## src/hdl/float_to_engineering_display_macros.svh

```systemverilog
// ----------------------------------------------------------------------------
// float_to_engineering_display assertion macros
// Concurrent checks on the display formatter; empty under synthesis.
// ----------------------------------------------------------------------------
`ifndef FLOAT_TO_ENGINEERING_DISPLAY_MACROS_SVH
`define FLOAT_TO_ENGINEERING_DISPLAY_MACROS_SVH

`ifndef SYNTHESIS
// check a condition at every clock edge out of reset
`define FTED_ASSERT_ALWAYS(label, cond) \
	label: assert property (@(posedge clk) disable iff (!arst_n) (cond)) \
		else $error("fted check failed");
// check that a trigger implies a result in the next cycle
`define FTED_ASSERT_NEXT(label, trig, post) \
	label: assert property (@(posedge clk) disable iff (!arst_n) (trig) |=> (post)) \
		else $error("fted check failed");
`else
`define FTED_ASSERT_ALWAYS(label, cond)
`define FTED_ASSERT_NEXT(label, trig, post)
`endif

`endif

```

## src/hdl/fted_pkg.sv

```systemverilog
// ----------------------------------------------------------------------------
// fted_pkg
// Types, character and prefix codes, and scale tables for the formatter.
// ----------------------------------------------------------------------------
package fted_pkg;

	// character codes
	localparam logic [4:0] CH_DOT  = 5'd10;
	localparam logic [4:0] CH_B    = 5'd11;
	localparam logic [4:0] CH_I    = 5'd12;
	localparam logic [4:0] CH_G    = 5'd13;
	localparam logic [4:0] CH_T    = 5'd14;
	localparam logic [4:0] CH_N    = 5'd15;
	localparam logic [4:0] CH_Y    = 5'd16;
	localparam logic [4:0] CH_BANG = 5'd17;
	localparam logic [4:0] CH_ZERO = 5'd0;

	// prefix codes
	localparam logic [2:0] PFX_NONE  = 3'd0;
	localparam logic [2:0] PFX_PICO  = 3'd1;
	localparam logic [2:0] PFX_NANO  = 3'd2;
	localparam logic [2:0] PFX_MICRO = 3'd3;
	localparam logic [2:0] PFX_MILLI = 3'd4;
	localparam logic [2:0] PFX_KILO  = 3'd5;
	localparam logic [2:0] PFX_MEGA  = 3'd6;
	localparam logic [2:0] PFX_GIGA  = 3'd7;

	// what the word shows
	localparam logic [1:0] MSG_NUM  = 2'd0;
	localparam logic [1:0] MSG_ZERO = 2'd1;
	localparam logic [1:0] MSG_BIG  = 2'd2;
	localparam logic [1:0] MSG_TINY = 2'd3;

	// fixed shift of the reciprocal constants
	localparam logic [6:0] RECIP_SHIFT = 7'd54;

	localparam int A_W  = 33;
	localparam int C_W  = 52;
	localparam int CH_W = 26;
	localparam int W_W  = 20;

	// operands of one exact scaling: floor(a * c / 2^sh)
	typedef struct packed {
		logic [A_W-1:0] a;
		logic [C_W-1:0] c;
		logic [6:0]     sh;
	} scale_op_t;

	// status that travels beside the scaling pipeline
	typedef struct packed {
		logic [1:0]        msg;
		logic              sign;
		logic signed [5:0] p0;
	} side_t;

	// prefix choice for one decade
	typedef struct packed {
		logic       big;
		logic       tiny;
		logic [1:0] lead;
		logic [2:0] prefix;
	} dec_t;

	// 5^k for k >= 0, else ceil(2^54 / 5^-k)
	function automatic logic [C_W-1:0] scale_const(input logic signed [7:0] k);
		logic [C_W-1:0] c;
		begin
			case (k)
				8'sd0:  c = 52'd1;
				8'sd1:  c = 52'd5;
				8'sd2:  c = 52'd25;
				8'sd3:  c = 52'd125;
				8'sd4:  c = 52'd625;
				8'sd5:  c = 52'd3125;
				8'sd6:  c = 52'd15625;
				8'sd7:  c = 52'd78125;
				8'sd8:  c = 52'd390625;
				8'sd9:  c = 52'd1953125;
				8'sd10: c = 52'd9765625;
				8'sd11: c = 52'd48828125;
				8'sd12: c = 52'd244140625;
				8'sd13: c = 52'd1220703125;
				8'sd14: c = 52'd6103515625;
				8'sd15: c = 52'd30517578125;
				8'sd16: c = 52'd152587890625;
				-8'sd1: c = 52'd3602879701896397;
				-8'sd2: c = 52'd720575940379280;
				-8'sd3: c = 52'd144115188075856;
				-8'sd4: c = 52'd28823037615172;
				-8'sd5: c = 52'd5764607523035;
				-8'sd6: c = 52'd1152921504607;
				-8'sd7: c = 52'd230584300922;
				-8'sd8: c = 52'd46116860185;
				-8'sd9: c = 52'd9223372037;
				default: c = 52'd0;
			endcase
			return c;
		end
	endfunction

	// operands giving floor(2 * m * 2^(e2-23) * 10^(3-pc))
	function automatic scale_op_t build_op(input logic [23:0] m,
		input logic signed [7:0] e2, input logic signed [7:0] pc);
		logic signed [7:0] k;
		logic signed [7:0] t;
		scale_op_t op;
		begin
			k = 8'sd3 - pc;
			t = e2 - 8'sd22 + k;
			op.c = scale_const(k);
			if (k >= 8'sd0) begin
				op.a  = A_W'(m);
				op.sh = 7'(-t);
			end else begin
				op.a  = (t > 8'sd0) ? (A_W'(m) << t[3:0]) : A_W'(m);
				op.sh = (t < 8'sd0) ? 7'(8'sd54 - t) : RECIP_SHIFT;
			end
			return op;
		end
	endfunction

	// split a decade into prefix and number of leading digits
	function automatic dec_t decade_split(input logic signed [5:0] p);
		logic signed [5:0] base;
		dec_t d;
		begin
			d.big  = 1'b0;
			d.tiny = 1'b0;
			base   = 6'sd0;
			d.prefix = PFX_NONE;
			if (p >= 6'sd12) begin
				d.big = 1'b1;
			end else if (p >= 6'sd9) begin
				base = 6'sd9;  d.prefix = PFX_GIGA;
			end else if (p >= 6'sd6) begin
				base = 6'sd6;  d.prefix = PFX_MEGA;
			end else if (p >= 6'sd3) begin
				base = 6'sd3;  d.prefix = PFX_KILO;
			end else if (p >= 6'sd0) begin
				base = 6'sd0;  d.prefix = PFX_NONE;
			end else if (p >= -6'sd3) begin
				base = -6'sd3; d.prefix = PFX_MILLI;
			end else if (p >= -6'sd6) begin
				base = -6'sd6; d.prefix = PFX_MICRO;
			end else if (p >= -6'sd9) begin
				base = -6'sd9; d.prefix = PFX_NANO;
			end else if (p >= -6'sd12) begin
				base = -6'sd12; d.prefix = PFX_PICO;
			end else begin
				d.tiny = 1'b1;
			end
			d.lead = 2'(p - base + 6'sd1);
			return d;
		end
	endfunction

endpackage

```

## src/hdl/fted_scale.sv

```systemverilog
// ----------------------------------------------------------------------------
// fted_scale
// Three-stage exact scaler: split multiply, partial-product add, shift.
// ----------------------------------------------------------------------------
module fted_scale (
	input  logic                  clk,
	input  logic                  adv,
	input  fted_pkg::scale_op_t   op,
	output logic [fted_pkg::W_W-1:0] w
);
	import fted_pkg::*;

	localparam int P_W = A_W + CH_W;
	localparam int S_W = A_W + C_W;

	logic [P_W-1:0] prod_lo_s2;
	logic [P_W-1:0] prod_hi_s2;
	logic [6:0]     sh_s2;
	logic [S_W-1:0] sum_s3;
	logic [6:0]     sh_s3;
	logic [W_W-1:0] w_s4;

	// multiply against both halves of the constant
	always_ff @(posedge clk) begin
		if (adv) begin
			prod_lo_s2 <= op.a * op.c[CH_W-1:0];
			prod_hi_s2 <= op.a * op.c[C_W-1:CH_W];
			sh_s2      <= op.sh;
		end
	end

	// add the partial products
	always_ff @(posedge clk) begin
		if (adv) begin
			sum_s3 <= S_W'(prod_lo_s2) + {prod_hi_s2, {CH_W{1'b0}}};
			sh_s3  <= sh_s2;
		end
	end

	// drop the fraction bits
	always_ff @(posedge clk) begin
		if (adv) begin
			w_s4 <= W_W'(sum_s3 >> sh_s3);
		end
	end

	assign w = w_s4;

endmodule

```

## config.mk

```make
export PLATFORM = sky130hd
export DESIGN_NAME = fted_scale
export DESIGN_NICKNAME = d
export VERILOG_FILES = /design/src/hdl/float_to_engineering_display_macros.svh /design/src/hdl/fted_pkg.sv /design/src/hdl/fted_scale.sv
export SDC_FILE = /design/constraint.sdc
export NUM_CORES = 2
export LEC_CHECK = 0
export BUFFER_PORTS_ARGS = -buffer_cell sky130_fd_sc_hd__buf_2
export CORE_MARGIN = 3
export CORE_UTILIZATION = 25
export CTS_CLUSTER_DIAMETER = 40
export DETAILED_ROUTE_END_ITERATION = 16
export PLACE_DENSITY = 0.48
export SLEW_MARGIN = 10
export SYNTH_ARGS = -nofsm -noshare
export SYNTH_HDL_FRONTEND = slang
export SYNTH_SLANG_ARGS = --single-unit
```

## constraint.sdc

```tcl
create_clock -name clk -period 8.1 [get_ports clk]
set_input_delay 0.405 -clock clk [delete_from_list [all_inputs] [get_ports clk]]
set_output_delay 0.405 -clock clk [all_outputs]
set_load 0.1 [all_outputs]
```

==> parameters.txt <==
Parameter                              Value

Floorplanning
  Number of core rows    about 190
  Floorplan core area    ~270000 sq um
  Die Span Y    531 um
  IO Count    114
  Die Outline Area    282000 sq um
  DIE WIDTH    between 500 and 600 um
  Initial core utilization    0.251

Setup path
  Cell repeated most along the worst path    sky130_fd_sc_hd__fa_1
  Maximum fanout along the worst path    20
  Max stage delay cell, worst path    sky130_fd_sc_hd__fa_1
  Category of the worst setup path launch point    input pin
  Number of buffer and inverter stages on the critical path    8
  Critical Path Sink Type    flop
  Class of the most critical setup path    in2reg
  Data required time of the critical path    8.44 ns
  Maximum cell stage delay along the critical path    0.55 ns
  Data arrival, critical path    8.07 ns
  Category of cells accounting for the largest share of critical-path delay    adder cells

STA
  Number of pins with negative max-slew slack in the final report    0
  Hold violation total from the final report    0
  Final Cycle Share    0.955
  Least-Margin Pin Slew    1.25 ns
  Fin crit period    7.74 ns
  Rel. slew slack    0.165
  Final-report setup violation count    0
  Largest clock skew in the final design    0.0394 ns
  Fmax    129 MHz
  RSZ-0062 raised after global routing    false

Global routing
  Antenna violations before repair    28
  Gr ovfl total    0
  First-pass GRT wire length    approximately 330000 um
  GRT Util Overall    0.150
  Vias in the first global route    approximately 55000
  Maximum number of pins on one net before global-route repair    171

Layout
  Layout area overhead    11.1%
  Final-stage net count    9231
  Filler cell count    29029
  Area of the multi-input gates    54200 sq um
  Area occupied by registers    7120 sq um
  Layout cells sized above 1    0.0825
  Final Instance Area    76500 sq um

Clocking
  CTS max path bufs    3
  H-tree levels    2
  Master cell of the clock root buffer    sky130_fd_sc_hd__clkbuf_16
  Number of buffers inserted by post-CTS setup repair    0
  Clock tree from TritonCTS    built
  Later-pin clock latency in the skew report    about 0.64 ns
  Num Clock Sinks    237
  Clock Pin Slew Worst Setup and Hold Paths    0.05 ns
  Number of clock buffers inserted by TritonCTS    54

Detailed routing
  Residual antenna-violating net count after detailed routing    0
  Via/cell ratio    4.49
  Drt first pass iters    7
  Remaining DRCs    0
  Vias    48769
  Routed wire length per instance    19.0 um
  Number of design-rule violations left by the first detailed-router iteration    between 2000 and 3000
  Post-detailed-routing wire length    between 200000 and 250000 um

Logic synthesis
  Top flip-flop cell by instance count after synthesis    sky130_fd_sc_hd__edfxtp_1
  Post-synthesis cell type count    84
  Proportion of synthesized flip-flops having asynchronous set or reset    0
  Count of warnings emitted by yosys    0
  Syn_nets    9252
  Post-Synthesis Cells    7244
  Proportion of synthesized chip area in sequential cells    0.103
  Seq cells post-synth    237
  Average cell area after synthesis    about 9.5 sq um
  Number of enable flip-flop cells after synthesis    237
  Post-synthesis cell area    around 69000 sq um

Place
  Post-detailed-placement cell area    between 70000 and 80000 sq um
  Count of input and output buffers    113
  Detailed Place HPWL    approximately 180000 um
  Final estimated routing congestion in global placement    0.882

Hold path
  Hold Crit Class    in2reg

Status
  Outcome    complete, no violations

Flow run
  Max-cap viol count    0
-- cell type report --
class,count,area share
timing repair buffer,357,0.0371
clock inverter,48,0.00746
inverter,1577,0.0774
tap,3589,0.0587
antenna,15,0.000491
clock buffer,54,0.0177
multi-input combinational,4996,0.708
sequential,237,0.0930
-- cells in the final DEF, fill, tap and decap left out, drive strengths merged, types with 104 or more instances in the layout --
cell,n
a21oi,167
and2,929
buf,350
edfxtp,237
fa,1485
ha,429
inv,1589
nand2,932
nor2,104
o21ai,123
xnor2,104
-- synthesized netlist by cell type, types with 16 or more instances --
master / number / share of area
sky130_fd_sc_hd__inv_1: 1574 / 0.086
sky130_fd_sc_hd__fa_1: 1485 / 0.43
sky130_fd_sc_hd__nand2_1: 932 / 0.051
sky130_fd_sc_hd__and2_1: 929 / 0.084
sky130_fd_sc_hd__ha_1: 429 / 0.078
sky130_fd_sc_hd__clkbuf_1: 406 / 0.022
sky130_fd_sc_hd__edfxtp_1: 237 / 0.10
sky130_fd_sc_hd__a21oi_1: 166 / 0.012
sky130_fd_sc_hd__o21ai_0: 115 / 0.0084
sky130_fd_sc_hd__xnor2_1: 104 / 0.013
sky130_fd_sc_hd__nor2_1: 103 / 0.0056
sky130_fd_sc_hd__a21o_1: 97 / 0.011
sky130_fd_sc_hd__mux4_2: 89 / 0.029
sky130_fd_sc_hd__mux2i_1: 76 / 0.011
sky130_fd_sc_hd__xor2_1: 61 / 0.0078
sky130_fd_sc_hd__nand4_1: 37 / 0.0034
sky130_fd_sc_hd__nand3_1: 31 / 0.0023
sky130_fd_sc_hd__a31oi_1: 29 / 0.0026
sky130_fd_sc_hd__mux2_2: 29 / 0.0047
sky130_fd_sc_hd__nand2b_1: 27 / 0.0025
sky130_fd_sc_hd__o21bai_1: 26 / 0.0028
sky130_fd_sc_hd__and3_1: 22 / 0.0020
sky130_fd_sc_hd__nor2b_1: 21 / 0.0019
sky130_fd_sc_hd__o22ai_1: 21 / 0.0019
sky130_fd_sc_hd__nor3_1: 20 / 0.0015
sky130_fd_sc_hd__buf_1: 16 / 0.00087
-- worst reg2reg max path: cells and delay by family, from the launching register on --
family          cells  cell delay [ns]
compound gates      6             1.70
simple gates        4             0.65
fa+ha+maj           2             0.58
flops               1             0.38
xor+xnor            1             0.31
buf+inv             1             0.05
-- cells by family (layout without fill, tap and decap cells) --
kind of cell | count (synthesis) | count (layout) | synth area share
other cells | 0 | 15 | 0
flops | 237 | 237 | 0.103
xor+xnor | 165 | 165 | 0.0210
buf+inv | 2011 | 2036 | 0.110
compound gates | 566 | 566 | 0.0528
fa+ha+maj | 1914 | 1914 | 0.510
mux | 194 | 194 | 0.0449
simple gates | 2157 | 2157 | 0.158
-- registers in the layout (all words and copies together), names as in the netlist --
name	count
w	20
prod_lo_s2	59
sh_s3	7
sh_s2	7
prod_hi_s2	59
sum_s3	85
-- worst paths after layout --
path / startpoint / to / slack (ns) / cells past startpoint
max: op[70] / prod_lo_s2[43]$_DFFE_PP_ / 0.36 / 27
min: adv / sum_s3[16]$_DFFE_PP_ / 0.25 / 1
max reg2reg: prod_lo_s2[26]$_DFFE_PP_ / sum_s3[84]$_DFFE_PP_ / 4.21 / 14
min reg2reg: sh_s2[2]$_DFFE_PP_ / sh_s3[2]$_DFFE_PP_ / 0.42 / 0
-- metal layers --
layer,vias up,global-route usage,wire [um]
met3,197,0.0222,9960
met4,24,0.0255,3740
met1,25632,0.203,93100
met5,-,0,156
li1,21817,-,-
met2,1099,0.257,99300
-- what timing repair did --
action,4_1_cts,5_1_grt
hold buffers,7,0
gates resized for setup,0,0
hold endpoints to repair,7,0
-- stage by stage --
stage               hold WS [ns]  instances  TNS [ns]  utilization  setup slack, ns
floorplan                  0.400       7244         0            -            0.785
global placement           0.402      10749   -0.0869        0.272          -0.0769
detailed placement         0.405      10749    -0.175        0.272          -0.0589
CTS                        0.233      10858         0        0.279            0.579
global route               0.247      10860         0        0.279            0.135
finish                     0.250      10873         0        0.279            0.361
Power is not shown: default switching activity piles up to over one toggle a cycle in this logic, so the estimate is an artifact.
